`src/rtl/ztws_div.sv`:
```
`default_nettype none
// restoring divider, one quotient bit per cycle
module ztws_div #(
    parameter int NUM_BITS = 38,
    parameter int DEN_BITS = 9
) (
    input  wire logic                clk,
    input  wire logic                rst_n,
    input  wire logic                start,
    input  wire logic [NUM_BITS-1:0] num,
    input  wire logic [DEN_BITS-1:0] den,
    output logic                     done,
    output logic      [NUM_BITS-1:0] quo
);
    localparam int CNT_BITS = $clog2(NUM_BITS + 1);

    logic [NUM_BITS-1:0] quo_reg, quo_next;
    logic [DEN_BITS-1:0] rem_reg, rem_next;
    logic [DEN_BITS-1:0] den_reg, den_next;
    logic [CNT_BITS-1:0] cnt_reg, cnt_next;
    logic                busy_reg, busy_next;
    logic                done_reg, done_next;
    logic [DEN_BITS:0]   trial;

    always_comb
    begin
        quo_next  = quo_reg;
        rem_next  = rem_reg;
        den_next  = den_reg;
        cnt_next  = cnt_reg;
        busy_next = busy_reg;
        done_next = 1'b0;
        trial     = {rem_reg, quo_reg[NUM_BITS-1]};
        if (start)
        begin
            quo_next  = num;
            rem_next  = '0;
            den_next  = den;
            cnt_next  = CNT_BITS'(NUM_BITS);
            busy_next = 1'b1;
        end
        else if (busy_reg)
        begin
            if (trial >= {1'b0, den_reg})
            begin
                rem_next = DEN_BITS'(trial - {1'b0, den_reg});
                quo_next = {quo_reg[NUM_BITS-2:0], 1'b1};
            end
            else
            begin
                rem_next = trial[DEN_BITS-1:0];
                quo_next = {quo_reg[NUM_BITS-2:0], 1'b0};
            end
            cnt_next = cnt_reg - 1'b1;
            if (cnt_reg == CNT_BITS'(1))
            begin
                busy_next = 1'b0;
                done_next = 1'b1;
            end
        end
    end

    always_ff @(posedge clk or negedge rst_n)
    begin
        if (!rst_n)
        begin
            busy_reg <= 1'b0;
            done_reg <= 1'b0;
            cnt_reg  <= '0;
        end
        else
        begin
            busy_reg <= busy_next;
            done_reg <= done_next;
            cnt_reg  <= cnt_next;
        end
    end

    always_ff @(posedge clk)
    begin
        quo_reg <= quo_next;
        rem_reg <= rem_next;
        den_reg <= den_next;
    end

    assign done = done_reg;
    assign quo  = quo_reg;
endmodule
`default_nettype wire

```
`config.mk`:
```
export PLATFORM = sky130hd
export DESIGN_NAME = ztws_div
export DESIGN_NICKNAME = d
export VERILOG_FILES = /design/src/rtl/ztws_div.sv
export SDC_FILE = /design/constraint.sdc
export NUM_CORES = 1
export LEC_CHECK = 0
export BUFFER_PORTS_ARGS = -buffer_cell sky130_fd_sc_hd__buf_2
export CELL_PAD_IN_SITES_DETAIL_PLACEMENT = 1
export CELL_PAD_IN_SITES_GLOBAL_PLACEMENT = 1
export CORE_ASPECT_RATIO = 1.2
export CORE_MARGIN = 2
export CORE_UTILIZATION = 34
export CTS_CLUSTER_DIAMETER = 100
export DETAILED_ROUTE_END_ITERATION = 12
export PLACE_DENSITY = 0.77
export SLEW_MARGIN = 10
export SYNTH_ARGS = -nofsm -noshare
export SYNTH_HDL_FRONTEND = slang
export SYNTH_SLANG_ARGS = --single-unit
```
`constraint.sdc`:
```
create_clock -name clk -period 2.3 [get_ports clk]
set_input_delay 0.115 -clock clk [delete_from_list [all_inputs] [get_ports clk]]
set_output_delay 0.115 -clock clk [all_outputs]
set_load 0.05 [all_outputs]
```
Word-level counts from Yosys, hierarchy flattened
Index checks and enable logic that the tools add are counted.
Storage, ports and cells
  register bits: 64
  output and inout bits: 39
  word-level logic and storage cells: 23
Cells by class
  add/subtract/negate cells: 2
  $lt $le $gt $ge: 1
  equality and inequality tests: 1
  mux-type cells: 12
  reductions and logical operators: 1
Operators with widths (number)
  38-bit two-way mux: 2
  6-bit two-way mux: 2
  10-bit by 9-bit >= comparator with 1-bit output: 1
  9-bit two-way mux: 1
  9-bit subtractor: 1
  1-bit two-way mux: 7
  6-bit by 1-bit equality test with 1-bit output (second input constant): 1
  6-bit by 1-bit subtractor with 6-bit output (second input constant): 1
  2-bit nonzero test: 1

Longest topological paths before layout
Gate-level depths: netlist (run 1).
  depth after elaboration: 4
  mapped depth: 10
  depth with buffers taken out: 9

Worst setup path after synthesis (run 1)
OpenSTA, ideal clock, no wires.
  kind: flip-flop to flip-flop
  start point: register quo_reg[37], in the netlist quo[37]
  end point: register rem_reg[0]
  data arrival time: 2.666 ns
  data required time: 2.212 ns
  slack: -0.454 ns
  stages on the path, launching flop included: 11
  buffers on the path: 1
  path through: edfxtp_1 -> inv_1 -> ha_1 -> inv_1 -> fa_1 -> a211oi_2 -> o31ai_4 -> a211oi_4 -> buf_6 -> nand2_1 -> a311oi_2
On the way
  longest elaborated chain between the ends: 2
RTL lines
  start: declaration: line 17  | logic [NUM_BITS-1:0] quo_reg, quo_next;
  start signal: assignment: line 81  | quo_reg <= quo_next;
  9-bit subtractor or 10-bit by 9-bit >= comparator with 1-bit output (tied branches): line 46, 44
  9-bit two-way mux *: line 44  | if (trial >= {1'b0, den_reg})
  end signal: assignment: line 82  | rem_reg <= rem_next;
  end: declaration: line 18  | logic [DEN_BITS-1:0] rem_reg, rem_next;
Mark *: on every way between the ends. The rest lies on a longest branch, timed or not.
A chain may end at the register's enable or synchronous reset.

Worst setup path in the final report (run 1)
  start point: register quo_reg[37], in the netlist quo[37]
  end point: register rem_reg[3]
Same word-level chain as after synthesis.

==> flow_summary.yaml, run 1 <==
clocking:
  clk_pin_slew_ns: 0.07
  clock-sinks: 64
  cts_tree: "built"
  clk_latency_ns: 0.34
  cts_buffers: 9
  clockRootBuffer: "clkbuf_8"
  cts_buffer_depth: 2
  htreeDepth: 3
die:
  start_util_pct: 34.6
  core-area_um2: 8940
  die-width_um: 91.1
  ioPinCount: 89
  rows: 38
  dieArea_um2: 9890
  die_h_um: 109
place:
  hpwl_um: 5100
  place.gp.congestion: 0.756
  io_buffers: 88
  dpl_worst_slack_ns: -0.0348
  numPlacedInstances: 432
setup_path:
  crit_required_ns: 2.55
  arrival_ns: 2.57
  worstSetupStartpoint: "quo[37]"
  criticalPathCategory: "reg -> reg"
  cp_top_family: "compound AO/OA/AOI/OAI gates"
  slowest_stage: "edfxtp_1"
  path_cells: "inv_2 -> ha_4 -> inv_2 -> fa_2 -> a211oi_4 -> o31ai_4 -> a211oi_4 -> buf_12 -> mux2i_1 -> a211oi_1"
  cp-start-kind: "flop"
  critPathBufInv: 3
  setup.worst_path.end_class: "flop"
  critPathMaxFanout: 7
  max_stage_delay_ns: 0.41
  reg2reg_from: "quo[37]"
timing:
  setup_viol: 5
  hold_violations: 0
  slew_headroom_pct: 63.4
  whs_ns: 0.0703
  worst_pin_slew_ns: 0.542
  final.period_utilization_pct: 101
  fmax_mhz: 431
  rsz0062_at_grt: "true"
  fin_crit_ns: 2.32
  setup_ws_ns: -0.0226
  tns_ns: -0.0479
  clock_skew_ns: 0.00649
  slew_violations: 0
power_and_ir_drop:
  clkPwrFrac_pct: 20.5
  p_sw_w: 0.00148
  sw_frac_of_total_pct: 36.5
  p_leak_nw: 1.77
  peakVddDrop_v: 0.000339
  power.share.sequential_pct: 38.6
  power.density_nw_per_um2: 991
  p_int_w: 0.00257
  pwr-share-comb_pct: 40.8
detailed_routing:
  drt-total-wl_um: 7440
  vias: 2220
  ant_nets: 0
  vias_per_cell: 4.77
  wl_per_cell_um: 16.0
  drc_errors: 0
  drtPass1Iterations: 4
  drtIter0Drc: 124
grt:
  grt_usage_pct: 15.2
  antenna_found_initial: 0
  grt_max_degree: 41
  grt_overflow: 0
  grt_pass1_vias: 2317
  grt_pass1_wl_um: 11700
cells_and_area:
  final_nets: 402
  largest_reg_flops: 38
  drive_gt1_share_pct: 46.4
  final_cells: 465
  antenna_cells: 0
  syn_to_final_growth_pct: 32.0
  fill_cells: 982
synth:
  yosysMostFrequentCell: "edfxtp_1"
  synth_top_area_share_pct: 45.6
  ys.flop_type: "edfxtp_1"
  syn_area_um2: 3100
  ys_seq_area_share_pct: 57.9
  synth_edf_count: 47
  ys_seq_elements: 64
  synth_cell_types: 43
  syn_inst: 227
  synth.largest_area_cell: "edfxtp_1"
  synthArstFlopShare_pct: 12.5
  syn_area_per_cell_um2: 13.6
  ys_warn_count: 0
  synth_nets: 289
  synth_area_leaders: "edfxtp_1 (46%), mux2_2 (13%), dfrtp_1 (6.5%)"
  yosys-top-cells-count: "edfxtp_1 (47), mux2_2 (37), inv_1 (16)"
min_path:
  hp-start: "num[19]"
  hold_path_class: "in -> reg"
outcome:
  status: "finished, violations left"
  violations: "setup timing"
job:
  cap_violations: 0
## logic make-up after synthesis
logic type,count (synthesis),synth area share [%]
adder cells (fa/ha/maj),12,5.09
XOR/XNOR,10,2.83
AO/OA/AOI/OAI,33,8.93
flip-flops,64,57.9
multiplexers,42,15.1
buffers and inverters,25,3.52
AND/OR/NAND/NOR,41,6.67
## path summary, 6_finish.rpt
kind	to	slack, ns	depth (start not counted)
max reg2reg	rem_reg[3]	-0.02	10
max	rem_reg[3]	-0.02	10
min	quo[19]	0.07	2
min in group asynchronous	busy_reg	0.15	2
min reg2reg	rem_reg[2]	0.48	2
max in group asynchronous	cnt_reg[2]	1.97	2
## cell type report
cell class	instances	area, µm²	share of cell area (%)
Clock buffer	14	153	3.74
Clock inverter	2	7.51	0.184
Inverter	16	60.1	1.47
Multi-Input combinational cell	138	1230	30.0
Sequential cell	64	1790	43.8
Tap cell	120	150	3.67
Timing Repair Buffer	111	697	17.1
## layer usage
metal	global-route usage, %	routed length (µm)	up-vias	share of wire (%)
li1	-	-	1068	-
met1	19.3	3320	1074	45
met2	24.3	3560	68	48
met3	5.02	465	10	6.2
met4	5.52	102	0	1.4
met5	0	0	-	0
## timing repair
action / 4_1_cts / 5_1_grt
hold buffers: 10 / 0
gates resized for setup: 0 / 4
gates cloned: 0 / 1
endpoints found under the hold margin: 17 / 0
endpoints found under the setup margin: 4 / 10
buffers inserted: 2 / 4
## power groups by stage
stage	combinational, W	sequential, W	clock [W]
global placement	0.00141	0.00157	0
detailed placement	0.00145	0.00158	0
floorplan	0.000838	0.00183	0
finish	0.00165	0.00156	0.000832
CTS	0.00151	0.00156	0.000868
global route	0.00178	0.00159	0.000906
## per-stage QoR
step	area, µm²	power [W]	utilization, %
floorplan	3110	0.00267	-
global placement	3730	0.00298	41.8
detailed placement	3730	0.00303	41.8
CTS	4010	0.00394	44.9
global route	4090	0.00427	45.7
finish	4090	0.00405	45.7
## layout by cell type, fill, tap and decap left out, types with 2 or more instances in the layout
cell type      Yosys  layout
buf_4              0       8
nand3_1            2       2
ha_1              11      10
inv_2              0       2
xor2_1             5       5
a211o_1            2       2
clkbuf_8           0      10
buf_2              0      88
a21oi_1            4       4
nor2b_1            3       3
a211oi_1           3       3
inv_1             16      14
dfxtp_1            9       9
clkbuf_1           4       4
mux2i_1            5       5
nand2_1            9       8
a32oi_1            3       2
nor2_1            12      12
a211oi_4           1       2
mux2_2            37      37
o31ai_1            4       4
dfrtp_1            8       8
clkinv_1           0       2
dlygate4sd3_1      0      10
a21o_1             2       2
edfxtp_1          47      47
nor3_1             3       3
o21ai_0            5       4
xnor2_1            5       5
nand2b_1           4       4
buf_12             0       3
nor3b_1            2       2
No activity file was read; power rests on OpenSTA's default activity.
==> run 2: changes to the inputs <==
--- a/config.mk
+++ b/config.mk
@@ -8,10 +8,11 @@
 export BUFFER_PORTS_ARGS = -buffer_cell sky130_fd_sc_hd__buf_2
 export CELL_PAD_IN_SITES_DETAIL_PLACEMENT = 1
 export CELL_PAD_IN_SITES_GLOBAL_PLACEMENT = 1
-export CORE_ASPECT_RATIO = 1.2
+export CORE_ASPECT_RATIO = 2
 export CORE_MARGIN = 2
 export CORE_UTILIZATION = 34
 export CTS_CLUSTER_DIAMETER = 100
+export CTS_CLUSTER_SIZE = 10
 export DETAILED_ROUTE_END_ITERATION = 12
 export PLACE_DENSITY = 0.77
 export SLEW_MARGIN = 10
==> flow_summary.yaml, run 2 (synthesis gave the netlist of run 1 again) <==
grt:
  grt_overflow: 0
  antenna_found_initial: 0
  grt_max_degree: 45
  grt_pass1_wl_um: 12800
  grt_pass1_vias: 2645
  grt_usage_pct: 16.7
cells_and_area:
  antenna_cells: 0
  final_area_um2: 4120
  final_nets: 403
  final_common_cell: "buf_2"
  fill_cells: 964
  final_cells: 448
  largest_reg_flops: 38
  mostFrequentLayoutCells: "buf_2 (88), edfxtp_1 (47), mux2_2 (37)"
  syn_to_final_growth_pct: 33.2
  regArea_um2: 1790
  utilization_pct: 46.1
  drive_gt1_share_pct: 46.5
  multiInputGateArea_um2: 1230
detailed_routing:
  vias: 2272
  vias_per_cell: 5.07
  drt-total-wl_um: 7800
  ant_nets: 0
  wl_per_cell_um: 17.4
  drtPass1Iterations: 4
  drtIter0Drc: 59
  drc_errors: 0
clocking:
  clk_pin_slew_ns: 0.05
  htreeDepth: 3
  cts_tree: "built"
  cts_buffer_depth: 2
  clk_latency_ns: 0.33
  clock-sinks: 64
  clockRootBuffer: "clkbuf_16"
  cts_buffers: 9
power_and_ir_drop:
  p_sw_w: 0.00153
  power.density_nw_per_um2: 1060
  sw_frac_of_total_pct: 35.1
  peakVddDrop_v: 0.000535
  power.total_w: 0.00436
  clkPwrFrac_pct: 27.4
  p_leak_nw: 1.79
  power.share.sequential_pct: 36.1
  p_int_w: 0.00283
  pwr-share-comb_pct: 36.5
setup_path:
  setup.worst_path.end_class: "flop"
  ff2ff_path_depth: 10
  arrival_ns: 2.44
  crit_required_ns: 2.51
  cp-start-kind: "flop"
  critPathMaxFanout: 6
  criticalPathCategory: "reg -> reg"
timing:
  slew_headroom_pct: 67.4
  fmax_mhz: 447
  fin_crit_ns: 2.24
  slew_violations: 0
  clock_skew_ns: 0.00419
  hold_violations: 0
  final.period_utilization_pct: 97.3
  setup_viol: 0
  setup_ws_ns: 0.0631
  worst_pin_slew_ns: 0.489
  rsz0062_at_grt: "true"
die:
  die-width_um: 71.5
  ioPinCount: 89
  dieArea_um2: 9930
  die_h_um: 139
  core-area_um2: 8950
  start_util_pct: 34.6
  rows: 49
place:
  hpwl_um: 5630
  io_buffers: 88
  numPlacedInstances: 415
  place.gp.congestion: 0.835
  placed_area_um2: 3690
  dpl_worst_slack_ns: -0.0655
job:
  cap_violations: 0
min_path:
  hold_path_depth: 2
  hold_path_class: "in -> reg"
outcome:
  status: "finished, final reports clean"
==> run 2: cell count changes in the layout (fill, tap and decap cells not counted), sizes merged <==
cell and delta:
buf +2, clkinv -1
==> run 2: path summary, 6_finish.rpt <==
| path | endpoint | from | slack (ns) |
|---|---|---|---|
| max in group asynchronous | cnt_reg[1] | rst_n | 1.98 |
| setup reg to reg | rem_reg[1] | quo[37] | 0.06 |
| setup / recovery | rem_reg[1] | quo[37] | 0.06 |
| hold / removal | quo[16] | num[16] | 0.09 |
| hold reg to reg | rem_reg[8] | rem_reg[8] | 0.47 |
| min in group asynchronous | cnt_reg[0] | rst_n | 0.16 |
==> run 2: power by group through the flow <==
stage / sequential [W] / clock (W) / combinational, W
after global placement: 0.00159 / 0 / 0.00141
after detailed placement: 0.00159 / 0 / 0.00146
after floorplan: 0.00183 / 0 / 0.000838
after global routing: 0.00159 / 0.00126 / 0.00172
after CTS: 0.00158 / 0.00122 / 0.00156
final: 0.00158 / 0.00119 / 0.00159
==> run 2: layer usage <==
layer	vias to the layer above	part of all wire (%)	track usage, %
li1	1066	-	-
met1	1100	33	15.8
met2	81	56	30.6
met3	25	4.4	3.63
met4	0	5.9	11.5
met5	-	0	0
==> run 2: worst max-delay path, stage by stage (launching register included) <==
cell,delay (ns)
edfxtp_1,0.40
inv_2,0.09
ha_4,0.13
inv_2,0.03
fa_2,0.36
a211oi_4,0.28
o31ai_4,0.10
a211oi_4,0.27
buf_6,0.17
mux2i_1,0.19
a211oi_1,0.08
==> run 2: layout make-up <==
class	instances	area share (%)
inverter	16	1.46
multi-input combinational	138	29.7
clock buffer	15	6.01
clock inverter	1	0.121
tap	102	3.09
timing repair buffer	112	16.1
sequential	64	43.4
==> run 2: stage by stage <==
step           hold slack (ns)  setup TNS [ns]
2_1_floorplan           -0.181           -2.13
3_3_place_gp           -0.0324               0
3_5_place_dp           -0.0313          -0.184
4_1_cts                 0.0794         -0.0789
5_1_grt                 0.0912          -0.137
6_report                0.0891               0
==> run 2: what timing repair did <==
item	CTS	global route
resized for setup	5	0
pin swaps	5	6
hold buffers	10	0
hold endpoints to repair	17	0
endpoints found under the setup margin	5	7
buffers inserted	6	1
==> run 3: changes to the inputs <==
--- a/config.mk
+++ b/config.mk
@@ -5,7 +5,7 @@
 export SDC_FILE = /design/constraint.sdc
 export NUM_CORES = 1
 export LEC_CHECK = 0
-export BUFFER_PORTS_ARGS = -buffer_cell sky130_fd_sc_hd__buf_2
+export BUFFER_PORTS_ARGS = -buffer_cell sky130_fd_sc_hd__buf_4
 export CELL_PAD_IN_SITES_DETAIL_PLACEMENT = 1
 export CELL_PAD_IN_SITES_GLOBAL_PLACEMENT = 1
 export CORE_ASPECT_RATIO = 2
==> flow_summary.yaml, run 3 (synthesis gave the netlist of run 1 again) <==
clocking:
  clk_latency_ns: 0.34
  cts_buffers: 9
  clockRootBuffer: "clkbuf_16"
  htreeDepth: 3
  cts_tree: "built"
  cts_buffer_depth: 2
  clock-sinks: 64
  clk_pin_slew_ns: 0.06
setup_path:
  cp_common_cell: "inv_2"
  crit_required_ns: 2.53
  critPathMaxFanout: 3
  arrival_ns: 2.51
  path_cells: "inv_2 -> ha_4 -> inv_2 -> fa_2 -> a211oi_4 -> o31ai_4 -> buf_4 -> o31a_1 -> a311oi_1 -> o31ai_1"
  setup.worst_path.end_class: "flop"
  criticalPathCategory: "reg -> reg"
  max_stage_delay_ns: 0.40
  cp-start-kind: "flop"
  slowest_stage: "edfxtp_1"
detailed_routing:
  drtPass1Iterations: 4
  vias: 2335
  drc_errors: 0
  drtIter0Drc: 46
  vias_per_cell: 5.18
  ant_nets: 0
  wl_per_cell_um: 18.9
  drt-total-wl_um: 8540
timing:
  clock_skew_ns: 0.00551
  worst_pin_slew_ns: 0.554
  fin_crit_ns: 2.28
  setup_viol: 0
  final.period_utilization_pct: 99.2
  slew_headroom_pct: 63.1
  slew_violations: 0
  hold_violations: 0
  fmax_mhz: 438
  tns_ns: 0
  rsz0062_at_grt: "true"
  whs_ns: 0.0740
die:
  dieArea_um2: 9930
  die_h_um: 139
  die-width_um: 71.5
  core-area_um2: 8950
  rows: 49
  start_util_pct: 34.6
  ioPinCount: 89
cells_and_area:
  largest_reg_flops: 38
  antenna_cells: 0
  final_area_um2: 4460
  final_common_cell: "buf_4"
  fill_cells: 938
  final_nets: 406
  multiInputGateArea_um2: 1230
  regArea_um2: 1790
  drive_gt1_share_pct: 48.7
  syn_to_final_growth_pct: 44.0
  mostFrequentLayoutCells: "buf_4 (102), edfxtp_1 (47), mux2_2 (37)"
grt:
  grt_pass1_vias: 2636
  grt_pass1_wl_um: 13400
  grt_usage_pct: 18.1
  grt_overflow: 0
  antenna_found_initial: 0
  grt_max_degree: 44
power_and_ir_drop:
  power.share.sequential_pct: 32.1
  clkPwrFrac_pct: 30.7
  p_leak_nw: 1.92
  p_sw_w: 0.00168
  pwr-share-comb_pct: 37.1
  power.density_nw_per_um2: 1110
  p_int_w: 0.00325
  sw_frac_of_total_pct: 34.1
  peakVddDrop_v: 0.000678
outcome:
  status: "finished, final reports clean"
place:
  place.gp.congestion: 0.841
  hpwl_um: 5710
  placed_area_um2: 3920
  io_buffers: 88
min_path:
  hold_path_class: "in -> reg"
job:
  cap_violations: 0
[run 3: cell count changes in the layout (fill, tap and decap cells not counted), sizes merged]
cell,previous run,this run
clkbuf,15,10
clkinvlp,0,3
buf,102,105
inv,16,17
clkinv,1,0
bufinv,0,2
[run 3: repair_timing]
action | CTS | global route
endpoints found under the setup margin | 8 | 10
hold buffers | 10 | 0
gates resized for setup | 7 | 1
setup buffers | 9 | 2
pin swaps | 4 | 6
endpoints found under the hold margin | 17 | 0
[run 3: layer usage]
metal	wire, µm	track usage (%)	up-vias
met4	323	9.93	0
met3	436	5.23	16
met2	5000	33.8	78
met1	2770	16.7	1165
li1	-	-	1076
met5	0	0	-
[run 3: final timing paths]
| check | from | end | slack (ns) | cells after the start |
|---|---|---|---|---|
| setup reg to reg | quo[37] | rem_reg[8] | 0.02 | 10 |
| max in group asynchronous | rst_n | cnt_reg[4] | 2.04 | 2 |
| hold reg to reg | rem_reg[8] | rem_reg[8] | 0.47 | 2 |
| setup / recovery | quo[37] | rem_reg[8] | 0.02 | 10 |
| hold / removal | num[1] | quo[1] | 0.07 | 2 |
| min in group asynchronous | rst_n | busy_reg | 0.13 | 2 |
[run 3: area by class of cell]
cell class,count,area share [%]
tap,102,2.86
sequential,64,40.2
clock inverter,6,2.05
clock buffer,10,5.36
multi-input combinational,138,27.6
timing repair buffer,115,20.6
inverter,16,1.35
[run 3: power by group through the flow]
stage	sequential, W	clock, W	combinational (W)
2_1_floorplan	0.00183	0	0.000838
3_3_place_gp	0.00159	0	0.00149
3_5_place_dp	0.00160	0	0.00155
4_1_cts	0.00158	0.00154	0.00181
5_1_grt	0.00160	0.00158	0.00194
6_report	0.00158	0.00152	0.00183
[run 3: critical path, delay by kind of cell (launching register included)]
family	cells	cell delay, ns
AOI/OAI and AO/OA	5	0.98
adders and majority gates	2	0.50
DFF	1	0.40
buffers and inverters	3	0.28
[run 3: per-stage QoR]
step / instances / worst slack (ns) / util, % / power [W]
3_3_place_gp: 415 / 0.0583 / 43.7 / 0.00308
6_report: 451 / 0.0193 / 49.8 / 0.00493
2_1_floorplan: 227 / -0.302 / - / 0.00267
4_1_cts: 450 / -0.0281 / 49.7 / 0.00493
3_5_place_dp: 415 / -0.00472 / 43.7 / 0.00314
5_1_grt: 451 / -0.115 / 49.8 / 0.00512
